### src/rtl/core/mva_pkg.sv
package mva_pkg;

    localparam int WORD_BITS = 64;
    localparam int RES_BITS  = 63;
    localparam int CMD_BITS  = 3;

    typedef enum logic [CMD_BITS-1:0] {
        CMD_NEGATE     = 3'd0,
        CMD_ADD        = 3'd1,
        CMD_SUBTRACT   = 3'd2,
        CMD_MULTIPLY   = 3'd3,
        CMD_MUL_SCALAR = 3'd4
    } cmd_t;

    localparam logic CFG_MODULUS = 1'b0;
    localparam logic CFG_SCALAR  = 1'b1;

    typedef struct packed {
        logic [CMD_BITS-1:0]  cmd;
        logic [WORD_BITS-1:0] a_sh;
        logic [WORD_BITS-1:0] b_sh;
        logic [WORD_BITS-1:0] ra;
        logic [WORD_BITS-1:0] rb;
    } red_t;

    typedef struct packed {
        logic [CMD_BITS-1:0]  cmd;
        logic [WORD_BITS-1:0] x;
        logic [WORD_BITS-1:0] y_sh;
        logic [WORD_BITS-1:0] acc;
        logic [WORD_BITS-1:0] b;
    } mul_t;

    function automatic logic [WORD_BITS-1:0] add_mod(input logic [WORD_BITS-1:0] x,
                                                      input logic [WORD_BITS-1:0] y,
                                                      input logic [WORD_BITS-1:0] q);
        logic [WORD_BITS-1:0] s;
        s = x + y;
        return (s >= q) ? s - q : s;
    endfunction

endpackage

### src/rtl/core/mva_red_cell.sv
module mva_red_cell (
    input  logic                         aclk,
    input  logic                         aresetn,
    input  logic                         en,
    input  logic [mva_pkg::WORD_BITS-1:0] q,
    input  logic                         in_valid,
    input  mva_pkg::red_t                in_data,
    output logic                         out_valid,
    output mva_pkg::red_t                out_data
);

    logic          valid_reg;
    mva_pkg::red_t data_reg;
    mva_pkg::red_t data_next;
    logic [mva_pkg::WORD_BITS-1:0] ta;
    logic [mva_pkg::WORD_BITS-1:0] tb;

    // One restoring step of the remainder for each operand, most significant bit first.
    always_comb begin
        ta = {in_data.ra[mva_pkg::WORD_BITS-2:0], in_data.a_sh[mva_pkg::WORD_BITS-1]};
        tb = {in_data.rb[mva_pkg::WORD_BITS-2:0], in_data.b_sh[mva_pkg::WORD_BITS-1]};
        data_next      = in_data;
        data_next.a_sh = {in_data.a_sh[mva_pkg::WORD_BITS-2:0], 1'b0};
        data_next.b_sh = {in_data.b_sh[mva_pkg::WORD_BITS-2:0], 1'b0};
        data_next.ra   = (ta >= q) ? ta - q : ta;
        data_next.rb   = (tb >= q) ? tb - q : tb;
    end

    always_ff @(posedge aclk) begin
        if (!aresetn) begin
            valid_reg <= 1'b0;
        end else if (en) begin
            valid_reg <= in_valid;
        end
    end

    always_ff @(posedge aclk) begin
        if (en) begin
            data_reg <= data_next;
        end
    end

    assign out_valid = valid_reg;
    assign out_data  = data_reg;

endmodule

### config.mk
export PLATFORM = sky130hd
export DESIGN_NAME = mva_red_cell
export DESIGN_NICKNAME = d
export VERILOG_FILES = /design/src/rtl/core/mva_pkg.sv /design/src/rtl/core/mva_red_cell.sv
export SDC_FILE = /design/constraint.sdc
export NUM_CORES = 1
export LEC_CHECK = 0
export ABC_AREA = 1
export BUFFER_PORTS_ARGS = -buffer_cell sky130_fd_sc_hd__buf_2
export CAP_MARGIN = 10
export CELL_PAD_IN_SITES_DETAIL_PLACEMENT = 2
export CELL_PAD_IN_SITES_GLOBAL_PLACEMENT = 2
export CORE_ASPECT_RATIO = 1.1
export CORE_MARGIN = 2
export CORE_UTILIZATION = 31
export DETAILED_ROUTE_END_ITERATION = 8
export PLACE_DENSITY_LB_ADDON = 0.3
export SKIP_LAST_GASP = 1
export SLEW_MARGIN = 15
export SYNTH_ARGS = -nofsm -noshare
export SYNTH_HDL_FRONTEND = slang
export SYNTH_SLANG_ARGS = --single-unit
### constraint.sdc
create_clock -name aclk -period 6 [get_ports aclk]
set_input_delay 0.3 -clock aclk [delete_from_list [all_inputs] [get_ports aclk]]
set_output_delay 0.3 -clock aclk [all_outputs]
set_load 0.005 [all_outputs]
==> results_dict.tcl <==
set metrics [dict create \
    drive_gt1_share_pct 17.71 \
    endpoint_kind "register" \
    path_clk_slew_ps 70 \
    max_cap_viol_count 0 \
    cts_tree "done" \
    yosysWarnings 0 \
    synth_top_family_by_area "simple AND/OR/NAND/NOR gates" \
    p_leak_nw 16.30 \
    yosysSeqAreaShare_pct 35.33 \
    portBuffers 582 \
    core-area_mm2 0.07019 \
    synth_edf_count 257 \
    rr_endpoint "out_valid$_SDFFE_PN0P_" \
    final_nets 4622 \
    synthAdderAreaFrac_pct 7.496 \
    die_area_mm2 0.07279 \
    drtIter0Drc 1383 \
    start_kind "input port" \
    grt_overflow 0 \
    synth_compound_area_share_pct 2.491 \
    preCtsSetupSlack_ps 2235 \
    ys_types 32 \
    async_reset_ff_share_pct 0 \
    multi_input_area_mm2 0.01109 \
    arrival_ps 4070 \
    fin_crit_sh_pct 59.94 \
    synth_xor_area_share_pct 2.480 \
    vias_per_cell 4.916 \
    hold_path_class "in -> reg" \
    worst_pin_slew_ps 1001 \
    hold_depth 3 \
    drtAntennaViolNets 0 \
    peakVddDrop_uv 226.4 \
    rrSetupSlack_ps 4520 \
    start_util_pct 31.20 \
    syn_to_final_growth_pct 31.74 \
    regArea_mm2 0.007737 \
    drt-total-wl_um 125800 \
    post-dp-hpwl_um 95720 \
    slew_headroom_pct 33.28 \
    setup_viol 0 \
    fin_worst_skew_ps 0 \
    yosys.area_share.simple_pct 38.12 \
    slew_violations 0 \
    root_buffer "clkbuf_16" \
    status "finished, final reports clean" \
    syn-instance-count 3361 \
    min_from "in_data[39]" \
    htree_levels 1 \
    final.min_clock_period_ps 3597 \
    ff2ff_path_depth 3 \
    track_usage_pct 33.41 \
    die_h_um 282.8 \
    max_freq_mhz 278.0 \
    antenna_found_initial 7 \
    setup_tns_ps 0 \
    grt_pass1_wl_um 179400 \
    cp_data_required_time_ps 6470 \
    cts_resized 0 \
    synthMuxAreaShare_pct 0 \
    r2r-start "out_valid$_SDFFE_PN0P_" \
    clk_path_buf_depth 3 \
    grt_max_degree 102 \
    routedWlPerCell_um 24.51 \
    place_congestion 0.9236 \
    avgSynthCellArea_um2 6.515 \
    dr.pass1.iters 5 \
    worstSkewPairLatency_ps 610 \
    via_count 25230 \
    filler_cell_count 8723 \
    die_w_um 257.4 \
    syn_area_mm2 0.02190 \
    p_per_area_mw_per_mm2 224.4 \
    crit_start "in_data[94]" \
    min_to "out_data[40]$_DFFE_PP_" \
    rows 102 \
    io_pins 587 \
    worstPathMaxFanout 37 \
    fin_ws_ps 2403 \
    drc 0 \
    ys_seq_elements 258 \
    grt_pass1_vias 26940 \
    crit_type "in -> reg" \
    numCtsBuffers 31 \
    cts.sinks 258 \
    hold_viol_final 0 \
    ys.flop_type "edfxtp_1" \
    rsz0062_at_grt "no" \
]
[Yosys cell counts, types with 3 or more instances]
master / instances / area [µm²]
buf_4: 4 / 30.03
nor2_1: 224 / 840.8
nor4_1: 6 / 37.54
inv_2: 12 / 45.04
a21oi_1: 85 / 425.4
nor2_2: 10 / 62.56
nand3_2: 40 / 400.4
and2_1: 4 / 25.02
buf_6: 3 / 33.78
nand4_1: 40 / 250.2
inv_1: 742 / 2785
a21oi_2: 4 / 35.03
nand2_4: 6 / 67.56
nand2_2: 25 / 156.4
o21ai_0: 15 / 75.07
nand3_1: 140 / 700.7
nand2_1: 1503 / 5642
nor3_1: 14 / 70.07
buf_8: 5 / 75.07
edfxtp_1: 257 / 7717
nor3_2: 6 / 60.06
ha_1: 128 / 1602
buf_2: 14 / 70.07
xor2_1: 60 / 525.5
[worst max-delay path by stage]
stage | depth (start not counted) | endpoint
after detailed placement | 18 | out_data[100]$_DFFE_PP_
final | 14 | out_data[100]$_DFFE_PP_
after global routing | 14 | out_data[100]$_DFFE_PP_
after CTS | 15 | out_data[77]$_DFFE_PP_
after global placement | 18 | out_data[100]$_DFFE_PP_
after floorplan | 18 | out_data[121]$_DFFE_PP_
[state kept, by name, summed over array words and instances, names as in the netlist]
name / cells
out_valid: 1
out_data: 257
[worst max-delay path: stages]
cell           delay (ps)
dlygate4sd3_1         540
buf_2                 140
ha_1                  420
nand2_1               150
nor2_1                220
nand2_1               160
nor2_4                180
nand4_1               200
nand3_2               140
nand2_2                70
nand2_4               400
buf_4                 620
nand3_1               340
nand2_1               150
[metal layers]
metal  part of all wire [%]  global-route usage (%)  vias to the layer above
met5                  0.013                       0                        -
met4                    7.0                   20.62                        2
met1                     39                   37.54                    12330
met3                    4.9                   4.930                      256
li1                       -                       -                    11790
met2                     49                   59.79                      844
[timing repair]
item	in CTS	in global routing
endpoints found under the setup margin	0	0
hold buffers	209	0
setup buffers	0	0
endpoints found under the hold margin	208	0
[cell usage in the layout, fill, tap and decap left out, drive strengths merged, types with 3 or more instances in the layout]
cell	count
o21ai	17
buf	589
clkbuf	34
clkinvlp	3
inv	757
nor3	20
nor4	6
clkinv	18
edfxtp	257
ha	128
and2	4
xor2	60
nand3	180
nand4	40
a21oi	89
nand2	1534
diode	5
dlygate4sd3	209
nor2	236
[where the power goes]
| part | internal (mW) | switching [mW] | total (mW) |
|---|---|---|---|
| Combinational | 0.747 | 1.51 | 2.25 |
| Sequential | 2.24 | 0.103 | 2.34 |
| Clock | 0.951 | 0.924 | 1.88 |
[stage by stage]
stage	area, µm²	hold slack, ps	util, %	std cells	power (mW)
CTS	28840	0.4461	41.08	5126	6.353
floorplan	21900	393.5	-	3362	3.456
detailed placement	25810	478.4	36.77	4859	4.398
finish	28850	24.81	41.10	5131	6.474
global placement	25810	475.9	36.77	4859	4.307
global route	28840	15.61	41.09	5129	6.769
[cell families after synthesis]
kind of cell,count (synthesis)
DFF,258
other,1
AOI/OAI and AO/OA,106
buffers and inverters,782
xor gates and xnor gates,62
adders and majority gates,130
and+or+nand+nor,2022
[final cells by class]
cell class | instances | area share (%)
well taps | 936 | 4.059
flip-flops and latches | 258 | 26.82
repair buffers | 798 | 17.61
multi-input cells | 2322 | 38.43
inverters | 754 | 9.810
clock buffers | 34 | 2.728
diodes | 5 | 0.04337
clock inverters | 24 | 0.5031
(Power assumes the default switching activity.)
