## config.mk

```make
export PLATFORM = sky130hd
export DESIGN_NAME = mva_mul_cell
export DESIGN_NICKNAME = d
export VERILOG_FILES = /design/src/rtl/core/mva_pkg.sv /design/src/rtl/core/mva_mul_cell.sv
export SDC_FILE = /design/constraint.sdc
export NUM_CORES = 1
export LEC_CHECK = 0
export BUFFER_PORTS_ARGS = -buffer_cell sky130_fd_sc_hd__buf_2
export CORE_MARGIN = 4
export CORE_UTILIZATION = 34
export DETAILED_ROUTE_END_ITERATION = 12
export PLACE_DENSITY = 0.55
export SYNTH_ARGS = -nofsm -noshare
export SYNTH_HDL_FRONTEND = slang
export SYNTH_SLANG_ARGS = --single-unit
```

## constraint.sdc

```tcl
create_clock -name aclk -period 12.66 [get_ports aclk]
set_input_delay 1.899 -clock aclk [delete_from_list [all_inputs] [get_ports aclk]]
set_output_delay 1.899 -clock aclk [all_outputs]
set_load 0.01 [all_outputs]
```

## src/rtl/core/mva_pkg.sv

```systemverilog
package mva_pkg;

    localparam int WORD_BITS = 64;
    localparam int RES_BITS  = 63;
    localparam int CMD_BITS  = 3;

    typedef enum logic [CMD_BITS-1:0] {
        CMD_NEGATE     = 3'd0,
        CMD_ADD        = 3'd1,
        CMD_SUBTRACT   = 3'd2,
        CMD_MULTIPLY   = 3'd3,
        CMD_MUL_SCALAR = 3'd4
    } cmd_t;

    localparam logic CFG_MODULUS = 1'b0;
    localparam logic CFG_SCALAR  = 1'b1;

    typedef struct packed {
        logic [CMD_BITS-1:0]  cmd;
        logic [WORD_BITS-1:0] a_sh;
        logic [WORD_BITS-1:0] b_sh;
        logic [WORD_BITS-1:0] ra;
        logic [WORD_BITS-1:0] rb;
    } red_t;

    typedef struct packed {
        logic [CMD_BITS-1:0]  cmd;
        logic [WORD_BITS-1:0] x;
        logic [WORD_BITS-1:0] y_sh;
        logic [WORD_BITS-1:0] acc;
        logic [WORD_BITS-1:0] b;
    } mul_t;

    function automatic logic [WORD_BITS-1:0] add_mod(input logic [WORD_BITS-1:0] x,
                                                      input logic [WORD_BITS-1:0] y,
                                                      input logic [WORD_BITS-1:0] q);
        logic [WORD_BITS-1:0] s;
        s = x + y;
        return (s >= q) ? s - q : s;
    endfunction

endpackage

```

## src/rtl/core/mva_mul_cell.sv

```systemverilog
module mva_mul_cell (
    input  logic                         aclk,
    input  logic                         aresetn,
    input  logic                         en,
    input  logic [mva_pkg::WORD_BITS-1:0] q,
    input  logic                         in_valid,
    input  mva_pkg::mul_t                in_data,
    output logic                         out_valid,
    output mva_pkg::mul_t                out_data
);

    logic          valid_reg;
    mva_pkg::mul_t data_reg;
    mva_pkg::mul_t data_next;
    logic [mva_pkg::WORD_BITS-1:0] dbl;

    // Double the accumulator, then add x when the current multiplier bit is set.
    always_comb begin
        dbl            = mva_pkg::add_mod(in_data.acc, in_data.acc, q);
        data_next      = in_data;
        data_next.y_sh = {in_data.y_sh[mva_pkg::WORD_BITS-2:0], 1'b0};
        data_next.acc  = in_data.y_sh[mva_pkg::WORD_BITS-1] ?
                         mva_pkg::add_mod(dbl, in_data.x, q) : dbl;
    end

    always_ff @(posedge aclk) begin
        if (!aresetn) begin
            valid_reg <= 1'b0;
        end else if (en) begin
            valid_reg <= in_valid;
        end
    end

    always_ff @(posedge aclk) begin
        if (en) begin
            data_reg <= data_next;
        end
    end

    assign out_valid = valid_reg;
    assign out_data  = data_reg;

endmodule

```

==> impl_results.md, run 1 <==
* Worst hold path type: register to register
* RSZ-0062 raised after global routing: no
* Highest clock rate at 0.0900 GHz
* Cell count after synthesis at 2,407
* Top cells by count, synth: 303 x a21oi_1, 258 x edfxtp_1, 196 x nor2_1
* Residual DRC count at 0
* Max-cap viol count at 0
* Antenna violations before repair at 13
* Number of global-route vias before repair at just over 20,000
* Worst path required time at 13,030 ps
* CP arrival at 11,480 ps
* Adder-cell share of the synthesized area at 0.113
* Compound-Gate Fraction of Synth Area at 0.262
* CP peak stage delay at 740 ps
* Post_cts resized at 0
* Postcts setup bufs at 0
* Rel. slew slack at 0.347
* Layout cell share with drive strength beyond 1 at 0.245
* Fin util at 0.419
* First-pass GRT wire length at approximately 130 mm
* Final Hold Fails at 0
* Seq/Total Area, Yosys at 0.358
* Worst setup EP type: register
* #FFs+latches synth at 259
* Max Slew Vio Count at 0
* Critical Path Fanout Max at 52
* GRT Total Usage at 0.245
* # port buffers at 584
* Clock tree root driver cell: clkbuf_16
* Worst-path clk slew at approximately 60 ps
* Top FF cell, synth: edfxtp_1
* Setup CP Type: input port to register
* Chip Height at around 260 um
* Largest family of logic cells by synthesized area: compound AO/OA/AOI/OAI gates
* DPL Wire Length at 74.4 mm
* Yosys Warn Count at 0
* RePlAce Congestion at 0.948
* Most numerous cell in the Yosys netlist: a21oi_1
* Max clock buf depth at 3
* Gr ovfl total at 0
* Vias/cell at 5.53
* Post-route ant nets at 0
* Syn_nets at 2,928
* Mapped Area at about 22,000 um2
* Critical path launch point type: input port
* Clk Latency, worst-skew pair at 570 ps
* Final setup vio count at 0
* Final net count at 3,460
* Vias after detailed routing at 21,100
* CORE AREA at 63,200 um2
* DR iter-0 viols at 1,809
* Slowest-stage cell, CP: nor3_1
* Library cells used by synthesis at 96
* H-tree Lvls at 1
* Post-synthesis mux area share at 0.0126
* Crit share post-route at 0.878
* Area leader, netlist: edfxtp_1
* Area growth from synthesis to layout at 21.8%
* Die width at 261 um
* Initial core utilization at 0.344
* Largest net degree at the start of global routing at 76
* Setup TNS at 0 ps
* Hold_buf cts at 0
* P_leak at 11.7 nW
* Slew @ Worst Pin at 979 ps
* XOR/XNOR Fraction of Synth Area at 0.0689
* Place WS at between 1000 and 1500 ps
* WL/cell at 23.4 um
* Area contributors post-synth: edfxtp_1 36%, ha_1 11%, a21oi_1 7.0%, a21o_1 4.5%, xnor2_1 4.2%
* Cell Pwr Density at 180 nW/um2
* IO Pins at roughly 590
* Status: completed
* Synth async-reset ratio at 0
* Final Critical Period at 11,110 ps
* Num Clock Sinks at 259
* Die area at 68,000 um2
* Post-synth EDFFs at 258
* Number of cell rows at 92
* CTS Buf Count at 29
* Fin worst setup slack at 1550 ps
* Worst vdd ir at 109 uV
* Mean Syn Cell Area at 9.02 um2
* Fin Clk Skew at 0 ps
* Post-Synth Simple-Gate Area at 0.142
* Post-synth top area share at 0.357
* Routed WL at 89.0 mm
* CTS tree: done
* DR pass1 iterations at 5
[stage by stage]
stage	power (W)	hold slack, ps	cells	area (um2)
after floorplan	0.00301	538	2407	21700
after global placement	0.00394	516	3754	25600
after detailed placement	0.00394	518	3754	25600
after CTS	0.00478	539	3808	26400
after global routing	0.00509	550	3808	26400
final	0.00477	542	3809	26500
[worst max-delay path, delay by kind of cell]
kind	cells	cell delay, ps
mux	1	390
compound gates	14	3870
xor+xnor	2	480
simple gates	8	2630
buf+inv	5	870
fa+ha+maj	3	1240
[sequential cells by signal, indices dropped and copies added (netlist names)]
| signal | flops |
|---|---|
| out_data | 258 |
| out_valid | 1 |
[path summary, 6_finish.rpt]
check	to	slack, ps	from	cells past startpoint
min reg2reg	out_valid	540	out_valid	2
max reg2reg	out_valid	12050	out_valid	2
min	out_valid	540	out_valid	2
max	out_data[89]	1550	q[25]	33
[layout by cell type (no fill, tap or decap), types with 45 or more instances in the layout]
master and instances:
xor2_1 66, a21oi_1 303, edfxtp_1 258, a31oi_1 45, nand2_1 192, nor2_1 196
o21bai_1 47, ha_1 191, inv_1 109, a21o_1 131, o21ai_0 120, nand4_1 51
buf_2 582, xnor2_1 103
[cell families after synthesis]
group                    count (synthesis)
AO/OA/AOI/OAI                          869
AND/OR/NAND/NOR                        653
flip-flops                             259
buffers and inverters                  236
adder cells (fa/ha/maj)                194
XOR/XNOR                               170
multiplexers                            25
other                                    1
[area by class of cell]
| cell class | instances | area (um2) |
|---|---|---|
| Clock buffer | 39 | 763 |
| Clock inverter | 15 | 120 |
| Antenna cell | 1 | 2.50 |
| Sequential cell | 259 | 7770 |
| Timing Repair Buffer | 627 | 3310 |
| Tap cell | 846 | 1060 |
| Fill cell | 6452 | 36700 |
| Multi-Input combinational cell | 1912 | 13000 |
| Inverter | 110 | 413 |
[routing by layer]
| layer | up-vias | track usage | part of all wire |
|---|---|---|---|
| met5 | - | 0 | 0.00097 |
| met1 | 9989 | 0.289 | 0.39 |
| met3 | 130 | 0.0443 | 0.068 |
| met4 | 14 | 0.0708 | 0.033 |
| met2 | 863 | 0.451 | 0.51 |
| li1 | 10100 | - | - |
[report_power, final]
| group | switching, W | internal [W] |
|---|---|---|
| Clock | 0.000360 | 0.000444 |
| Combinational | 0.00174 | 0.00108 |
| Sequential | 0.0000425 | 0.00110 |
No activity file was read; power rests on OpenSTA's default activity.
==> run 2: changes to the inputs <==
--- a/config.mk
+++ b/config.mk
@@ -6,6 +6,7 @@
 export NUM_CORES = 1
 export LEC_CHECK = 0
 export BUFFER_PORTS_ARGS = -buffer_cell sky130_fd_sc_hd__buf_2
+export CORE_ASPECT_RATIO = 0.8
 export CORE_MARGIN = 4
 export CORE_UTILIZATION = 34
 export DETAILED_ROUTE_END_ITERATION = 12
==> run 2 against run 1 <==
  * Largest power group unchanged
  * Critical endpoint is now out_data[88]
  * Critical path depth rose by 3
  * Design area barely moved
  * Die area barely moved
  * Highest routed layer unchanged
  * Setup slack improved by 170 ps
  * Worst hold slack got worse by 17 ps
  * First-iteration DRC count fell by 1.8%
  * Clock skew did not move
==> impl_results.md, run 2 (synthesis results as in run 1) <==
* Status: completed
* Placed cells at 3,739
* Setup CP Type: input port to register
* Clock tree root driver cell: clkbuf_16
* WL/cell at 23.1 um
* Die area at 68,000 um2
* Antenna violations before repair at 13
* DR iter-0 viols at 1,776
* Rel. slew slack at 0.258
* Post_cts resized at 0
* Fin Clk Skew at 0 ps
* Switching power at 0.00216 W
* Cell-internal power at 0.00265 W
* Max clock buf depth at 3
* Final Power at 0.00480 W
* Max-cap viol count at 0
* Highest clock rate at 0.0914 GHz
* Setup TNS at 0 ps
* IO Pins at 587
* Clk Latency, worst-skew pair at 580 ps
* Cell Pwr Density at between 150 and 200 nW/um2
* Gr ovfl total at 0
* Clock share of power at 0.176
* CP peak stage delay at 680 ps
* Worst hold path type: register to register
* Power share of the sequential group at 0.235
* Post-route insts no fill at 3,794
* Number of cell rows at 82
* Commonest cells after routing, fill and taps aside: 582 x buf_2, 303 x a21oi_1, 258 x edfxtp_1
* # port buffers at around 580
* Die width at 291 um
* Final Hold Fails at 0
* GRT Total Usage at 0.241
* Slew @ Worst Pin at 1100 ps
* P_leak at 11.7 nW
* Sw Ratio at 0.449
* Worst path required time at 13,150 ps
* Postcts setup bufs at 0
* Number of global-route vias before repair at 19,700
* Layout cell share with drive strength beyond 1 at 0.244
* Placed inst area at approximately 25,000 um2
* Num Clock Sinks at 259
* Post-route ant nets at 0
* Chip Height at ~230 um
* Most common cell after layout, fill and taps aside: buf_2
* Initial core utilization at 0.345
* RePlAce Congestion at 0.957
* Hold_buf cts at 0
* Vias/cell at 5.55
* CORE AREA at 62,900 um2
* Vias after detailed routing at 21,100
* Final net count at 3,451
* Slowest-stage cell, CP: a221oi_1
* CTS tree: done
* Max Slew Vio Count at 0
* CTS Buf Count at 29
* Filler cells at 6,326
* Residual DRC count at 0
* Number of flip-flops in the largest register at 258
* Crit share post-route at 0.864
* Final Critical Period at 10,940 ps
* Routed WL at 87.6 mm
* Worst setup EP type: register
* Comb power frac at 0.589
* H-tree Lvls at 1
* RSZ-0062 raised after global routing: no
* Worst-path clk slew at 60 ps
* Critical path launch point type: input port
* DR pass1 iterations at 6
* Post-route cell area at 26,400 um2
* First-pass GRT wire length at ~130 mm
* Largest net degree at the start of global routing at 158
* Critical Path Fanout Max at 25
* Final setup vio count at 0
* DPL Wire Length at roughly 73 mm
* CP arrival at about 11,000 ps
* Area growth from synthesis to layout at 21.7%
* Worst vdd ir at between 100 and 150 uV
* Min Hold Slack at around 520 ps
* R2r setup slk at roughly 12,000 ps
-- run 2: cell count changes in the layout (fill, tap and decap cells not counted), sizes merged --
cell	change
diode	+1
clkbuf	-4
buf	-9
bufinv	+2
inv	+1
-- run 2: path summary, 6_finish.rpt --
kind | from | end | cells after the start
setup / recovery | q[25] | out_data[88] | 36
hold / removal | out_valid | out_valid | 2
setup reg to reg | out_valid | out_valid | 2
hold reg to reg | out_valid | out_valid | 2
-- run 2: final cells by class --
cell class	count	area (um2)	area share
multi-input cells	1912	13000	0.492
flip-flops and latches	259	7770	0.294
repair buffers	618	3240	0.123
well taps	840	1050	0.0398
clock buffers	35	748	0.0283
inverters	110	413	0.0156
clock inverters	18	188	0.00710
diodes	2	5.00	0.000189
-- run 2: layer usage --
metal	track usage	share of wire	up-vias
met1	0.322	0.44	10000
met2	0.404	0.46	861
met5	0	0.0011	-
li1	-	-	10100
met4	0.0546	0.025	14
met3	0.0510	0.075	113
-- run 2: worst max-delay path, delay by kind of cell --
kind	cells	cell delay (ps)
mux	1	440
compound gates	20	5690
simple gates	4	590
xor+xnor	1	220
buf+inv	7	1350
fa+ha+maj	3	1180
-- run 2: power by group through the flow --
| stage | registers (W) | logic [W] | clock network, W |
|---|---|---|---|
| after floorplan | 0.00121 | 0.00180 | 0 |
| after global placement | 0.00114 | 0.00278 | 0 |
| after detailed placement | 0.00115 | 0.00278 | 0 |
| after CTS | 0.00113 | 0.00280 | 0.000877 |
| after global routing | 0.00114 | 0.00307 | 0.000915 |
| final | 0.00113 | 0.00283 | 0.000845 |
-- run 2: stage by stage --
step,util,setup slack [ps]
floorplan,-,3540
global placement,0.405,1270
detailed placement,0.405,1220
CTS,0.420,1850
global route,0.420,1160
finish,0.420,1720
